**src/rtl/epoch_barrier_slot_table_unit_defines.svh**
```systemverilog
// Assertion macros shared by the slot table RTL.
// Each macro takes a label, the checked expression(s) and a message.
`ifndef EPOCH_BARRIER_SLOT_TABLE_UNIT_DEFINES_SVH
`define EPOCH_BARRIER_SLOT_TABLE_UNIT_DEFINES_SVH

`ifndef NO_ASSERTIONS
// Condition that must hold at every clock edge out of reset
`define EBST_ASSERT_NOW(lbl, cond, msg) \
  lbl: assert property (@(posedge clk) disable iff (!rst_n) (cond)) else $error(msg);
// Consequent that must hold in the same cycle as the antecedent
`define EBST_ASSERT_IMP(lbl, ante, cons, msg) \
  lbl: assert property (@(posedge clk) disable iff (!rst_n) (ante) |-> (cons)) else $error(msg);
// Consequent that must hold in the cycle after the antecedent
`define EBST_ASSERT_NXT(lbl, ante, cons, msg) \
  lbl: assert property (@(posedge clk) disable iff (!rst_n) (ante) |=> (cons)) else $error(msg);
`else
`define EBST_ASSERT_NOW(lbl, cond, msg)
`define EBST_ASSERT_IMP(lbl, ante, cons, msg)
`define EBST_ASSERT_NXT(lbl, ante, cons, msg)
`endif

`endif

```
**src/rtl/ebst_pkg.sv**
```systemverilog
`default_nettype none

package ebst_pkg;

  // Table geometry
  localparam int NUM_SLOTS_DEF = 16;
  localparam int MAX_WATCHERS  = 8;
  localparam int EXP_W         = $clog2(MAX_WATCHERS + 1);

  // Field widths
  localparam int WORD_W     = 32;
  localparam int GEN_W      = 16;
  localparam int HS_W       = 4;
  localparam int ACT_W      = 3;
  localparam int ST_W       = 3;
  localparam int MODE_W     = 2;
  localparam int IN_DATA_W  = 88;
  localparam int OUT_DATA_W = 120;

  typedef enum logic [ACT_W-1:0] {
    ACT_CREATE    = 3'd0,
    ACT_CLOSE     = 3'd1,
    ACT_ADVANCE   = 3'd2,
    ACT_ARRIVE    = 3'd3,
    ACT_OBSERVE   = 3'd4,
    ACT_RECORD_OP = 3'd5,
    ACT_QUERY     = 3'd6,
    ACT_RESET_ALL = 3'd7
  } action_t;

  typedef enum logic [ST_W-1:0] {
    ST_OK            = 3'd0,
    ST_INVALID_ARG   = 3'd1,
    ST_NOT_FOUND     = 3'd2,
    ST_INVALID_STATE = 3'd3,
    ST_EXHAUSTED     = 3'd4
  } status_t;

  // Slot trigger modes; the fourth code counts arrivals but never advances
  localparam logic [MODE_W-1:0] MODE_MANUAL    = 2'd0;
  localparam logic [MODE_W-1:0] MODE_BARRIER   = 2'd1;
  localparam logic [MODE_W-1:0] MODE_THRESHOLD = 2'd2;

  // One table entry as held in the slot memory
  typedef struct packed {
    logic [MODE_W-1:0] mode;
    logic [WORD_W-1:0] phase;
    logic [WORD_W-1:0] arrivals;
    logic [WORD_W-1:0] threshold;
    logic [WORD_W-1:0] limit;
    logic [EXP_W-1:0]  expected;
    logic [GEN_W-1:0]  gen;
    logic [WORD_W-1:0] ops;
  } slot_rec_t;

  // Shared adder and comparator operands and results
  typedef struct packed {
    logic [WORD_W-1:0] a;
    logic              inc;
    logic [WORD_W-1:0] c;
  } alu_req_t;

  typedef struct packed {
    logic [WORD_W-1:0] sum;
    logic              lt;
  } alu_rsp_t;

endpackage

`default_nettype wire

```
**src/rtl/ebst_alu.sv**
```systemverilog
`default_nettype none

// Shared unit: a + inc, and whether that full-precision sum is below c
module ebst_alu import ebst_pkg::*; (
  input  alu_req_t req,
  output alu_rsp_t rsp
);

  logic [WORD_W:0] sum_w;

  // Keep the carry so that an all-ones value plus one never compares low
  assign sum_w   = {1'b0, req.a} + {{WORD_W{1'b0}}, req.inc};
  assign rsp.sum = sum_w[WORD_W-1:0];
  assign rsp.lt  = sum_w < {1'b0, req.c};

endmodule

`default_nettype wire

```
**src/rtl/ebst_slot_mem.sv**
```systemverilog
`default_nettype none

// Slot record store: one write and one registered read per cycle.
// Entries never written read back as all zero.
module ebst_slot_mem import ebst_pkg::*; #(
  parameter  int DEPTH = NUM_SLOTS_DEF,
  localparam int AW    = (DEPTH > 1) ? $clog2(DEPTH) : 1
) (
  input  logic            clk,
  input  logic            rst_n,
  input  logic            wr_en,
  input  logic [AW-1:0]   wr_addr,
  input  slot_rec_t       wr_data,
  input  logic            rd_en,
  input  logic [AW-1:0]   rd_addr,
  output slot_rec_t       rd_data
);

  slot_rec_t        mem_r [DEPTH];
  logic [DEPTH-1:0] vld_r;
  slot_rec_t        rd_data_r;
  logic             rd_vld_r;

  // Write port
  always_ff @(posedge clk) begin
    if (wr_en) begin
      mem_r[wr_addr] <= wr_data;
    end
  end

  // Registered read port
  always_ff @(posedge clk) begin
    if (rd_en) begin
      rd_data_r <= mem_r[rd_addr];
    end
  end

  // Track written entries; reset leaves every entry reading as zero
  always_ff @(posedge clk) begin
    if (!rst_n) begin
      vld_r    <= '0;
      rd_vld_r <= 1'b0;
    end else begin
      if (wr_en) begin
        vld_r[wr_addr] <= 1'b1;
      end
      if (rd_en) begin
        rd_vld_r <= vld_r[rd_addr];
      end
    end
  end

  assign rd_data = rd_vld_r ? rd_data_r : '0;

endmodule

`default_nettype wire

```
**src/rtl/epoch_barrier_slot_table_unit.sv**
```systemverilog
`default_nettype none
// Channel | dir | tdata (lsb up)                                        | tuser
// in_     | in  | handle_slot 4, handle_gen 16, new_mode 2,            | action 3
//         |     | new_threshold 32, new_phase_limit 32, zero pad 2      |
// out_    | out | out_slot 4, out_gen 16, is_active 1, phase_now 32,    | status 3
//         |     | arrivals_now 32, ops_used 32, advanced 1, zero pad 2  |
// cfg_    | in  | cfg_wr_data = op_budget 32, written when cfg_wr_en    | -
//
// After accept a request runs load, execute, write-back and finish; out_tvalid rises
// from finish. A stale handle skips execute; query, close or an action refused by its
// state check skip write-back; observe, record_op and arrive repeat execute.
// Create scans up to slots_in_use + 1 slots before its load; reset_all sweeps every slot.
// Reset clears the table at once through per-entry valid bits; no clearing pass.
// One request in work at a time; a result waiting on out_tready holds the sequencer.
`include "epoch_barrier_slot_table_unit_defines.svh"

module epoch_barrier_slot_table_unit import ebst_pkg::*; #(
  parameter int NUM_SLOTS = NUM_SLOTS_DEF
) (
  input  logic                  clk,
  input  logic                  rst_n,
  input  logic                  in_tvalid,
  output logic                  in_tready,
  // handle_slot, handle_gen, new_mode, new_threshold, new_phase_limit
  input  logic [IN_DATA_W-1:0]  in_tdata,
  // action
  input  logic [ACT_W-1:0]      in_tuser,
  output logic                  out_tvalid,
  input  logic                  out_tready,
  // out_slot, out_gen, is_active, phase_now, arrivals_now, ops_used, advanced
  output logic [OUT_DATA_W-1:0] out_tdata,
  // status
  output logic [ST_W-1:0]       out_tuser,
  input  logic                  cfg_wr_en,
  input  logic [WORD_W-1:0]     cfg_wr_data
);

  localparam int SLOT_W = (NUM_SLOTS > 1) ? $clog2(NUM_SLOTS) : 1;
  localparam int CNT_W  = $clog2(NUM_SLOTS + 1);
  localparam int CMP_W  = (CNT_W > HS_W) ? CNT_W : HS_W;

  typedef enum logic [6:0] {
    S_IDLE  = 7'b0000001,
    S_SCAN  = 7'b0000010,
    S_LOAD  = 7'b0000100,
    S_EX    = 7'b0001000,
    S_WB    = 7'b0010000,
    S_SWEEP = 7'b0100000,
    S_FIN   = 7'b1000000
  } state_t;

  state_t               state_r, state_nxt;
  action_t              act_r, act_nxt;
  logic [HS_W-1:0]      hs_r, hs_nxt;
  logic [GEN_W-1:0]     hg_r, hg_nxt;
  logic [MODE_W-1:0]    mode_r, mode_nxt;
  logic [WORD_W-1:0]    thr_r, thr_nxt;
  logic [WORD_W-1:0]    lim_r, lim_nxt;
  logic [CNT_W-1:0]     ptr_r, ptr_nxt;
  logic [CNT_W-1:0]     cnt_r, cnt_nxt;
  logic [NUM_SLOTS-1:0] active_r, active_nxt;
  slot_rec_t            rec_r, rec_nxt;
  status_t              st_r, st_nxt;
  logic                 adv_r, adv_nxt;
  logic                 rep_r, rep_nxt;
  logic [1:0]           step_r, step_nxt;
  logic [WORD_W-1:0]    budget_r, budget_nxt;
  logic                 out_valid_r, out_valid_nxt;
  logic [ST_W-1:0]      out_st_r, out_st_nxt;
  logic [OUT_DATA_W-1:0] out_data_r, out_data_nxt;

  logic                 in_fire;
  action_t              in_act;
  logic [SLOT_W-1:0]    idx;
  logic                 cur_active;
  logic                 hs_ok;
  logic                 may_adv;
  logic                 arr_ge;
  logic                 trig;
  logic                 echo;
  logic                 sweep_last;
  logic [CNT_W-1:0]     ptr_inc;
  logic [GEN_W-1:0]     gen_inc;
  logic [GEN_W-1:0]     gen_bump;
  logic [HS_W-1:0]      res_slot;
  logic [GEN_W-1:0]     res_gen;
  logic                 res_active;

  logic                 mem_wr_en;
  slot_rec_t            mem_wr_data;
  logic                 mem_rd_en;
  logic [SLOT_W-1:0]    mem_rd_addr;
  slot_rec_t            mem_rd;

  alu_req_t             alu_req;
  alu_rsp_t             alu_rsp;

  ebst_alu u_alu (
    .req (alu_req),
    .rsp (alu_rsp)
  );

  ebst_slot_mem #(
    .DEPTH (NUM_SLOTS)
  ) u_mem (
    .clk     (clk),
    .rst_n   (rst_n),
    .wr_en   (mem_wr_en),
    .wr_addr (idx),
    .wr_data (mem_wr_data),
    .rd_en   (mem_rd_en),
    .rd_addr (mem_rd_addr),
    .rd_data (mem_rd)
  );

  // Handshake and decoded helpers
  assign in_tready  = (state_r == S_IDLE);
  assign in_fire    = in_tvalid && in_tready;
  assign in_act     = action_t'(in_tuser);
  assign idx        = ptr_r[SLOT_W-1:0];
  assign cur_active = active_r[idx];
  assign ptr_inc    = ptr_r + CNT_W'(1);
  assign sweep_last = (state_r == S_SWEEP) && (ptr_r == CNT_W'(NUM_SLOTS - 1));
  assign hs_ok      = (CMP_W'(hs_r) < CMP_W'(cnt_r)) && (mem_rd.gen == hg_r);
  assign may_adv    = (rec_r.limit == '0) || alu_rsp.lt;
  assign arr_ge     = !alu_rsp.lt;
  assign trig       = ((rec_r.mode == MODE_BARRIER) && (rec_r.expected != '0) && arr_ge) ||
                      ((rec_r.mode == MODE_THRESHOLD) && arr_ge);
  assign gen_inc    = alu_rsp.sum[GEN_W-1:0];
  assign gen_bump   = (gen_inc == '0) ? GEN_W'(1) : gen_inc;

  // Result fields
  assign echo       = (act_r != ACT_CREATE) && (act_r != ACT_RESET_ALL);
  assign res_slot   = echo ? hs_r  : (rep_r ? HS_W'(ptr_r) : '0);
  assign res_gen    = echo ? hg_r  : (rep_r ? rec_r.gen    : '0);
  assign res_active = rep_r && cur_active;

  // Sequencer
  always_comb begin
    state_nxt     = state_r;
    act_nxt       = act_r;
    hs_nxt        = hs_r;
    hg_nxt        = hg_r;
    mode_nxt      = mode_r;
    thr_nxt       = thr_r;
    lim_nxt       = lim_r;
    ptr_nxt       = ptr_r;
    cnt_nxt       = cnt_r;
    active_nxt    = active_r;
    rec_nxt       = rec_r;
    st_nxt        = st_r;
    adv_nxt       = adv_r;
    rep_nxt       = rep_r;
    step_nxt      = step_r;
    out_st_nxt    = out_st_r;
    out_data_nxt  = out_data_r;
    out_valid_nxt = out_valid_r && !out_tready;
    budget_nxt    = cfg_wr_en ? cfg_wr_data : budget_r;
    mem_wr_en     = 1'b0;
    mem_wr_data   = rec_r;
    mem_rd_en     = 1'b0;
    mem_rd_addr   = idx;
    alu_req       = '0;

    unique case (state_r)
      // Take a request and start the read or the scan
      S_IDLE: begin
        if (in_fire) begin
          act_nxt  = in_act;
          hs_nxt   = in_tdata[3:0];
          hg_nxt   = in_tdata[19:4];
          mode_nxt = in_tdata[21:20];
          thr_nxt  = in_tdata[53:22];
          lim_nxt  = in_tdata[85:54];
          st_nxt   = ST_OK;
          adv_nxt  = 1'b0;
          rep_nxt  = 1'b1;
          step_nxt = 2'd0;
          unique case (in_act) inside
            ACT_CREATE: begin
              ptr_nxt   = '0;
              state_nxt = S_SCAN;
            end
            ACT_RESET_ALL: begin
              ptr_nxt     = '0;
              mem_rd_en   = 1'b1;
              mem_rd_addr = '0;
              state_nxt   = S_SWEEP;
            end
            default: begin
              ptr_nxt     = CNT_W'(in_tdata[3:0]);
              mem_rd_en   = 1'b1;
              mem_rd_addr = SLOT_W'(in_tdata[3:0]);
              state_nxt   = S_LOAD;
            end
          endcase
        end
      end

      // Look for the lowest closed slot in use, else append one, or report exhausted when full
      S_SCAN: begin
        if (ptr_r < cnt_r) begin
          if (!cur_active) begin
            mem_rd_en = 1'b1;
            state_nxt = S_LOAD;
          end else begin
            ptr_nxt = ptr_inc;
          end
        end else if (cnt_r == CNT_W'(NUM_SLOTS)) begin
          st_nxt    = ST_EXHAUSTED;
          rep_nxt   = 1'b0;
          state_nxt = S_FIN;
        end else begin
          mem_rd_en   = 1'b1;
          mem_rd_addr = cnt_r[SLOT_W-1:0];
          ptr_nxt     = cnt_r;
          cnt_nxt     = cnt_r + CNT_W'(1);
          state_nxt   = S_LOAD;
        end
      end

      // Capture the entry and check the handle
      S_LOAD: begin
        rec_nxt = mem_rd;
        if ((act_r != ACT_CREATE) && !hs_ok) begin
          st_nxt    = (act_r == ACT_RECORD_OP) ? ST_INVALID_ARG : ST_NOT_FOUND;
          rep_nxt   = 1'b0;
          state_nxt = S_FIN;
        end else begin
          state_nxt = S_EX;
        end
      end

      // One pass of the shared unit per cycle
      S_EX: begin
        unique case (act_r) inside
          ACT_CREATE: begin
            alu_req.a         = WORD_W'(rec_r.gen);
            alu_req.inc       = 1'b1;
            rec_nxt.gen       = gen_bump;
            rec_nxt.mode      = mode_r;
            rec_nxt.threshold = thr_r;
            rec_nxt.limit     = lim_r;
            rec_nxt.phase     = '0;
            rec_nxt.arrivals  = '0;
            rec_nxt.expected  = '0;
            active_nxt[idx]   = 1'b1;
            state_nxt         = S_WB;
          end
          ACT_CLOSE: begin
            active_nxt[idx] = 1'b0;
            state_nxt       = S_FIN;
          end
          ACT_ADVANCE: begin
            alu_req.a   = rec_r.phase;
            alu_req.inc = 1'b1;
            alu_req.c   = rec_r.limit;
            if (!cur_active || (rec_r.mode != MODE_MANUAL)) begin
              st_nxt    = ST_INVALID_STATE;
              state_nxt = S_FIN;
            end else if (may_adv) begin
              rec_nxt.phase    = alu_rsp.sum;
              rec_nxt.arrivals = '0;
              adv_nxt          = 1'b1;
              state_nxt        = S_WB;
            end else begin
              st_nxt    = ST_EXHAUSTED;
              state_nxt = S_FIN;
            end
          end
          ACT_ARRIVE: begin
            case (step_r)
              2'd0: begin
                alu_req.a   = rec_r.arrivals;
                alu_req.inc = 1'b1;
                if (!cur_active || (rec_r.mode == MODE_MANUAL)) begin
                  st_nxt    = ST_INVALID_STATE;
                  state_nxt = S_FIN;
                end else begin
                  rec_nxt.arrivals = alu_rsp.sum;
                  step_nxt         = 2'd1;
                end
              end
              2'd1: begin
                alu_req.a = rec_r.arrivals;
                alu_req.c = (rec_r.mode == MODE_BARRIER) ? WORD_W'(rec_r.expected)
                                                         : rec_r.threshold;
                if (trig) begin
                  step_nxt = 2'd2;
                end else begin
                  state_nxt = S_WB;
                end
              end
              2'd2: begin
                alu_req.a   = rec_r.phase;
                alu_req.inc = 1'b1;
                alu_req.c   = rec_r.limit;
                if (may_adv) begin
                  rec_nxt.phase    = alu_rsp.sum;
                  rec_nxt.arrivals = '0;
                  adv_nxt          = 1'b1;
                end
                state_nxt = S_WB;
              end
              default: begin
                state_nxt = S_WB;
              end
            endcase
          end
          ACT_OBSERVE: begin
            alu_req.a = WORD_W'(rec_r.expected);
            if (step_r == 2'd0) begin
              alu_req.c = WORD_W'(MAX_WATCHERS);
              if (!alu_rsp.lt) begin
                st_nxt    = ST_EXHAUSTED;
                state_nxt = S_FIN;
              end else begin
                step_nxt = 2'd1;
              end
            end else begin
              alu_req.inc      = 1'b1;
              rec_nxt.expected = alu_rsp.sum[EXP_W-1:0];
              state_nxt        = S_WB;
            end
          end
          ACT_RECORD_OP: begin
            alu_req.a = rec_r.ops;
            if (step_r == 2'd0) begin
              alu_req.inc = 1'b1;
              if (!cur_active) begin
                st_nxt    = ST_INVALID_STATE;
                state_nxt = S_FIN;
              end else begin
                rec_nxt.ops = alu_rsp.sum;
                step_nxt    = 2'd1;
              end
            end else begin
              alu_req.c = budget_r;
              if ((budget_r != '0) && !alu_rsp.lt) begin
                st_nxt = ST_EXHAUSTED;
              end
              state_nxt = S_WB;
            end
          end
          ACT_QUERY, ACT_RESET_ALL: begin
            state_nxt = S_FIN;
          end
        endcase
      end

      // Write the updated entry back
      S_WB: begin
        mem_wr_en = 1'b1;
        state_nxt = S_FIN;
      end

      // Bump every generation, one entry per cycle, read ahead by one
      S_SWEEP: begin
        alu_req.a       = WORD_W'(mem_rd.gen);
        alu_req.inc     = 1'b1;
        mem_wr_data     = mem_rd;
        mem_wr_data.gen = gen_bump;
        mem_wr_en       = 1'b1;
        if (sweep_last) begin
          active_nxt = '0;
          cnt_nxt    = '0;
          rep_nxt    = 1'b0;
          state_nxt  = S_FIN;
        end else begin
          ptr_nxt     = ptr_inc;
          mem_rd_en   = 1'b1;
          mem_rd_addr = ptr_inc[SLOT_W-1:0];
        end
      end

      // Load the output register once it is free
      S_FIN: begin
        if (!out_valid_r || out_tready) begin
          out_valid_nxt = 1'b1;
          out_st_nxt    = st_r;
          if (rep_r) begin
            out_data_nxt = {2'b00, adv_r, rec_r.ops, rec_r.arrivals, rec_r.phase,
                            res_active, res_gen, res_slot};
          end else begin
            out_data_nxt = {{(OUT_DATA_W - GEN_W - HS_W){1'b0}}, res_gen, res_slot};
          end
          state_nxt = S_IDLE;
        end
      end

      default: begin
        state_nxt = S_IDLE;
      end
    endcase
  end

  // Control state
  always_ff @(posedge clk) begin
    if (!rst_n) begin
      state_r     <= S_IDLE;
      cnt_r       <= '0;
      active_r    <= '0;
      budget_r    <= '0;
      out_valid_r <= 1'b0;
      step_r      <= 2'd0;
    end else begin
      state_r     <= state_nxt;
      cnt_r       <= cnt_nxt;
      active_r    <= active_nxt;
      budget_r    <= budget_nxt;
      out_valid_r <= out_valid_nxt;
      step_r      <= step_nxt;
    end
  end

  // Request and working payload
  always_ff @(posedge clk) begin
    act_r      <= act_nxt;
    hs_r       <= hs_nxt;
    hg_r       <= hg_nxt;
    mode_r     <= mode_nxt;
    thr_r      <= thr_nxt;
    lim_r      <= lim_nxt;
    ptr_r      <= ptr_nxt;
    rec_r      <= rec_nxt;
    st_r       <= st_nxt;
    adv_r      <= adv_nxt;
    rep_r      <= rep_nxt;
    out_st_r   <= out_st_nxt;
    out_data_r <= out_data_nxt;
  end

  assign out_tvalid = out_valid_r;
  assign out_tdata  = out_data_r;
  assign out_tuser  = out_st_r;

  `EBST_ASSERT_NOW(a_cnt_bound, cnt_r <= CNT_W'(NUM_SLOTS), "slots in use beyond table size")
  `EBST_ASSERT_NOW(a_active_in_use, (active_r >> cnt_r) == '0, "active slot above slots in use")
  `EBST_ASSERT_NXT(a_sweep_clears, sweep_last, (cnt_r == '0) && (active_r == '0), "sweep left slots")
  `EBST_ASSERT_IMP(a_out_from_fin, $rose(out_valid_r), $past(state_r == S_FIN), "stray result")

endmodule

`default_nettype wire

```
**config.mk**
```make
export PLATFORM = sky130hd
export DESIGN_NAME = epoch_barrier_slot_table_unit
export DESIGN_NICKNAME = d
export VERILOG_FILES = /design/src/rtl/ebst_pkg.sv /design/src/rtl/ebst_alu.sv /design/src/rtl/ebst_slot_mem.sv /design/src/rtl/epoch_barrier_slot_table_unit.sv
export VERILOG_INCLUDE_DIRS = /design/src /design/src/rtl
export SDC_FILE = /design/constraint.sdc
export NUM_CORES = 2
export LEC_CHECK = 0
export BUFFER_PORTS_ARGS = -buffer_cell sky130_fd_sc_hd__buf_2
export CAP_MARGIN = 20
export CORE_UTILIZATION = 50
export DETAILED_ROUTE_END_ITERATION = 10
export GPL_TIMING_DRIVEN = 0
export PLACE_DENSITY = 0.78
export SYNTH_ARGS = -nofsm -noshare
export SYNTH_HDL_FRONTEND = slang
export SYNTH_HIERARCHICAL = 1
export SYNTH_SLANG_ARGS = --single-unit
export TNS_END_PERCENT = 5
```
**constraint.sdc**
```tcl
create_clock -name clk -period 39.2 [get_ports clk]
set_input_delay 3.92 -clock clk [delete_from_list [all_inputs] [get_ports clk]]
set_output_delay 3.92 -clock clk [all_outputs]
set_load 0.05 [all_outputs]
```
# Word-level counts from Yosys, hierarchy flattened

Memory sizes are Yosys's and may differ from the RTL's. A register that Yosys moved wholly into a read port is not among the register bits.
Cells that the tools add are included.

Bits in latches: 0
Input bits: 128
Memories kept: 1
Bits in writable memories: 2,912
Word-level logic and storage cells: 295
ROM bits: 0
Register bits: 484

Div/mod/pow operators: 0
Multipliers: 0
Reductions and logical operators: 59
Bitwise operators: 4
Mux-type cells: 129
$lt $le $gt $ge: 6
Eq/ne operators: 64
Shift-type cells: 0
$add $sub $neg: 3

Memories:

| name        | depth | width | read ports | clocked after Yosys merged registers in | wr ports | RTL line            | RTL |
|---|---|---|---|---|---|---|---|
| u_mem.mem_r | 16    | 182   | 1          | 1                                       | 1        | ebst_slot_mem.sv:19 | `slot_rec_t mem_r [DEPTH];` |

Operator list:

| kind                                          | number |
|---|---|
| 2-to-1 mux 182 bit                            | 2 |
| one-hot mux 182 bit (2 select lines)          | 1 |
| 2-to-1 mux 32 bit                             | 8 |
| 2-to-1 mux 64 bit                             | 3 |
| one-hot mux 32 bit (2 select lines)           | 3 |
| one-hot mux 64 bit (3 select lines)           | 1 |
| one-hot mux 33 bit (5 select lines)           | 1 |
| one-hot mux 32 bit (4 select lines)           | 1 |
| 2-to-1 mux 7 bit                              | 15 |
| 2-to-1 mux 16 bit                             | 5 |
| one-hot mux 33 bit (2 select lines)           | 1 |
| one-hot mux 16 bit (2 select lines)           | 2 |
| one-hot mux 7 bit (7 select lines)            | 1 |
| inequality test 3 bit (second input constant) | 16 |
| one-hot mux 7 bit (6 select lines)            | 1 |
| 2-to-1 mux 5 bit                              | 8 |
| inequality test 4 bit (second input constant) | 10 |
| 2-to-1 mux 3 bit                              | 13 |
| 2-to-1 mux 4 bit                              | 9 |
| adder 32 x 1 -> 33 bit                        | 1 |
| less-than comparator 33 x 32 -> 1 bit         | 1 |
| logical NOT 32 bit                            | 1 |
| OR 16 bit                                     | 2 |
| nonzero test 32 bit                           | 1 |
| other kinds (62)                              | 158 |

# Longest topological paths before layout

Depth after elaboration: 14
Depth in mapped cells: 28

# Modules after synthesis

The synthesis kept the hierarchy.

By module, submodules not included:

| module                        | seq. area each (sq um) | times used | cells an instance | area each (sq um) |
|---|---|---|---|---|
| ebst_slot_mem                 | 93,249.4               | 1          | 4,767             | 116,905.9 |
| epoch_barrier_slot_table_unit | 13,332.8               | 1          | 2,582             | 23,990.5 |
| ebst_alu                      | 0.0                    | 1          | 196               | 1,425.1 |

# Least setup slack after synthesis

Ideal clock, no wire load.

Path kind: register to register
Start: reg ptr_r[1]
End: reg u_mem.rd_vld_r
Required time: 39,121 ps
Cell stages (with the launch flop): 9
Arrival: 15,861 ps
Buffers on the path: 1
Clock period less this slack: 15,940 ps
Path slack: 23,260 ps
Cell sequence: edfxtp_1 -> buf_6 -> mux4_1 -> mux4_2 -> o21ai_0 -> nand3_1 -> a221oi_1 -> a21oi_1 -> o211ai_1

Elaborated cells on any way between the ends: 18
Classes of those cells: add/sub (1); order compare (1); eq/ne (1); mux (14); reduce/logical (1)

RTL lines:

| what                                   | RTL line                             | RTL |
|---|---|---|
| from (decl)                            | epoch_barrier_slot_table_unit.sv:59  | `logic [CNT_W-1:0] ptr_r, ptr_nxt;` |
| from (signal assigned)                 | epoch_barrier_slot_table_unit.sv:424 | `ptr_r <= ptr_nxt;` |
| binary-select mux 1 bit (select 4 bit) | epoch_barrier_slot_table_unit.sv:121 | `assign cur_active = active_r[idx];` |
| 2-to-1 mux 1 bit (not written as such) | epoch_barrier_slot_table_unit.sv:121 |  |
| 2-to-1 mux 1 bit                       | epoch_barrier_slot_table_unit.sv:203 | `if (!cur_active) begin` |
| 2-to-1 mux 1 bit                       | epoch_barrier_slot_table_unit.sv:202 | `if (ptr_r < cnt_r) begin` |
| one-hot mux 1 bit (3 select lines) (*) | epoch_barrier_slot_table_unit.sv:165 | `unique case (state_r)` |
| via mem_rd_en                          | epoch_barrier_slot_table_unit.sv:91  | `logic mem_rd_en;` |
| to (signal assigned)                   | ebst_slot_mem.sv:48                  | `rd_vld_r <= vld_r[rd_addr];` |
| to (decl)                              | ebst_slot_mem.sv:22                  | `logic rd_vld_r;` |

The timed path passes the listed nets; every way through them passes the cells marked *. The select of a mux whose other input is x is not followed.
A chain may end at the register's enable or synchronous reset.

==> out/results.txt <==
Core ar. = 283000 sq um
clock root buffer = clkbuf_16
main flop type after synthesis = edfxtp_1
Worst path max stage delay = 980 ps
Post-synth EDFFs = 3496
min-delay worst type = flip-flop to flip-flop
post-synth top area share = 0.738
H-tree levels = 5
Fin Clk Skew = 58.4 ps
Setup WS post-layout = 28420 ps
vias per inst = 6.55
run status = complete, no violations
global-route wire length before repair = 625000 microns
non-filler cells, final = 12500
worst rel slew slack = 0.142
Overflow after GRT = 0
gr busiest metal = met2
nets = 8606
period utilisation layout = 0.275
Worst Tran Pin Value = 1290 ps
dpl hpwl = 311000 microns
Arrival @ worst endpoint = 11500 ps
Die Area = 287000 sq um
placer congestion estimate = 1.01
M3 GR Usage = 0.0609
Syn Area/Cell = 18.9 sq um
largest area contributor in the netlist = edfxtp_1
CP max FO = 10
synthesized flop and latch total = 3576
Worst EP required = 39920 ps
# DRC = 0
Chip Width = 536 microns
pre-CTS setup slack = 28960 ps
Worst setup EP type = flip-flop
layout cells sized above 1 = 0.233
largest cells by area after synthesis = edfxtp_1 74%, mux4_2 13%, nand2_1 2.7%
Max Cap Viol = 0
vias in the first global route = 81700
Fin Setup TNS = 0 ps
synth unique cells = 85
Post-Syn Area = 142000 sq um
Post-CTS Setup Inserts = 0
Startpoint Class = flip-flop
Pwr Density = 73.9 nW/um^2
Cell Count Post-Placement = 11800
Post-synth ARST share = 0
WL/cell = 36.6 microns
RSZ-0062 raised after global routing = false
Final Routed Wirelength = 457000 microns
Fin. Hold Viols = 0
die span in y = 536 microns
largest net degree at the start of global routing = 72
Pleak = 53.5 nW
Slew Limit Fails = 0
Pre-antenna DRT Iters = 10
final antenna-violating net count = 0
clock sinks = 3576
starting density of the core = 0.503
Max VDD drop = 56.4 uV
fmax = 92.8 MHz
IO Count = 253
Post-Synthesis Cells = 7545
slowest cell on the critical path = nor3_1
DR vias = 81700
antenna violations before repair = 36
Site Rows = 195
filler cell count in the final layout = 19600
Ys Warns = 6
TritonCTS buffer count = 341
CTS tree = built
met1 Track Usage GR = 0.376
# setup viols final = 0
minimum clock period = 10780 ps
worst setup path category = flip-flop to flip-flop
area delta synth->final = 15.4%
quantity of gates resized following cts = 0
clock slew at reported path FFs = 70 ps
GRT Util Overall = 0.317
CTS Hold Bufs = 0
Clock Path Buffers = 4
DR iter-0 viols = 12300
worst-skew pair later-pin latency = 920 ps
post-synthesis sequential area ratio = 0.749
port bufs = 247
met2 usage = 0.522
stage by stage:
stage	power [W]	hold slack, ps	instance area, sq um	utilization
after global routing	0.0124	490	164000	0.581
after detailed placement	0.00878	453	153000	0.542
after CTS	0.0121	467	164000	0.580
after floorplan	0.00739	400	142000	-
after global placement	0.00881	443	148000	0.524
final	0.0121	468	164000	0.581
synth_stat cells, drive strengths merged (4+ instances only):
library cell  number
xnor2             39
mux4             833
and4               6
mux2i            177
nand3             60
and2             288
a21oi            130
o211ai             4
ha                51
nand2           1038
nor4              30
a211oi            90
and3              14
a222oi            44
o41ai              7
nor2             151
a22oi             35
o21a              18
nor3b              4
clkbuf           288
inv               52
nor2b            126
buf              144
edfxtp          3496
xor2              13
nand4             28
nor3              21
o21ai            146
or2                5
dfxtp             80
a221oi            23
a31oi             40
nand2b            19
routing by layer:
metal  wire length [microns]  up-vias
met5                      41        -
met1                  147000    42000
li1                        -    31900
met2                  223000     6355
met4                   38200        6
met3                   48600     1437
worst paths after layout:
| path | end | start | slack [ps] | cells past startpoint |
|---|---|---|---|---|
| worst max-delay path | rec_r[128] | act_r[1] | 28420 | 28 |
| worst min-delay path | u_mem/vld_r[3] | u_mem/vld_r[3] | 470 | 1 |
| worst max register to register | rec_r[128] | act_r[1] | 28420 | 28 |
| worst min register to register | u_mem/vld_r[3] | u_mem/vld_r[3] | 470 | 1 |
cell type report:
cell class | instances | area, sq um | area share
Tap cell | 3743 | 4680 | 0.0285
Timing Repair Buffer | 538 | 6010 | 0.0366
Buffer | 432 | 1800 | 0.0110
Antenna cell | 31 | 77.6 | 0.000472
Sequential cell | 3576 | 107000 | 0.649
Clock buffer | 431 | 9090 | 0.0553
Multi-Input combinational cell | 3486 | 34100 | 0.207
Inverter | 52 | 198 | 0.00120
Clock inverter | 181 | 1770 | 0.0108
logic make-up after synthesis:
kind of cell	share of synthesized area
AO/OA/AOI/OAI	0.0261
XOR/XNOR	0.00320
adder cells (fa/ha/maj)	0.00448
buffers and inverters	0.0140
flip-flops	0.749
multiplexers	0.144
other	0.0000263
AND/OR/NAND/NOR	0.0589
where the power goes:
| group | total, W | internal (W) | switching (W) | leakage (nW) |
|---|---|---|---|---|
| registers | 0.00479 | 0.00459 | 0.000193 | 32.3 |
| clock network | 0.00328 | 0.00184 | 0.00144 | 5.24 |
| logic | 0.00408 | 0.00169 | 0.00238 | 15.9 |
flip-flops by register name, summed over array words and instances (netlist names), 4 cells and up:
register         count
budget_r            32
u_mem/mem_r       2912
u_mem/rd_data_r    182
u_mem/vld_r         16
active_r            16
hs_r                 4
state_r              7
thr_r               32
cnt_r                5
out_tdata          118
hg_r                16
lim_r               32
rec_r              182
ptr_r                5
critical path: cells and delay by family (launching register included):
kind | cells | cell delay, ps
compound gates | 6 | 1530
simple gates | 13 | 4840
flops | 1 | 310
fa+ha+maj | 2 | 630
buf+inv | 6 | 2430
xor+xnor | 1 | 830
cells in the final DEF, fill, tap and decap left out, types with 40 or more instances in the layout:
cell / count
mux2i_1: 177
clkbuf_16: 348
nor2b_1: 126
nand2_1: 1037
buf_2: 346
nand3_1: 58
clkinv_2: 42
and2_1: 286
mux4_2: 829
a21oi_1: 130
a211oi_1: 90
a222oi_1: 44
buf_16: 43
clkbuf_1: 362
edfxtp_1: 3496
dfxtp_1: 80
nor2_1: 137
ha_1: 51
buf_12: 92
a31oi_1: 40
inv_1: 51
o21ai_0: 138
buf_6: 103
clkinv_1: 64
No activity file was read; power rests on OpenSTA's default activity.
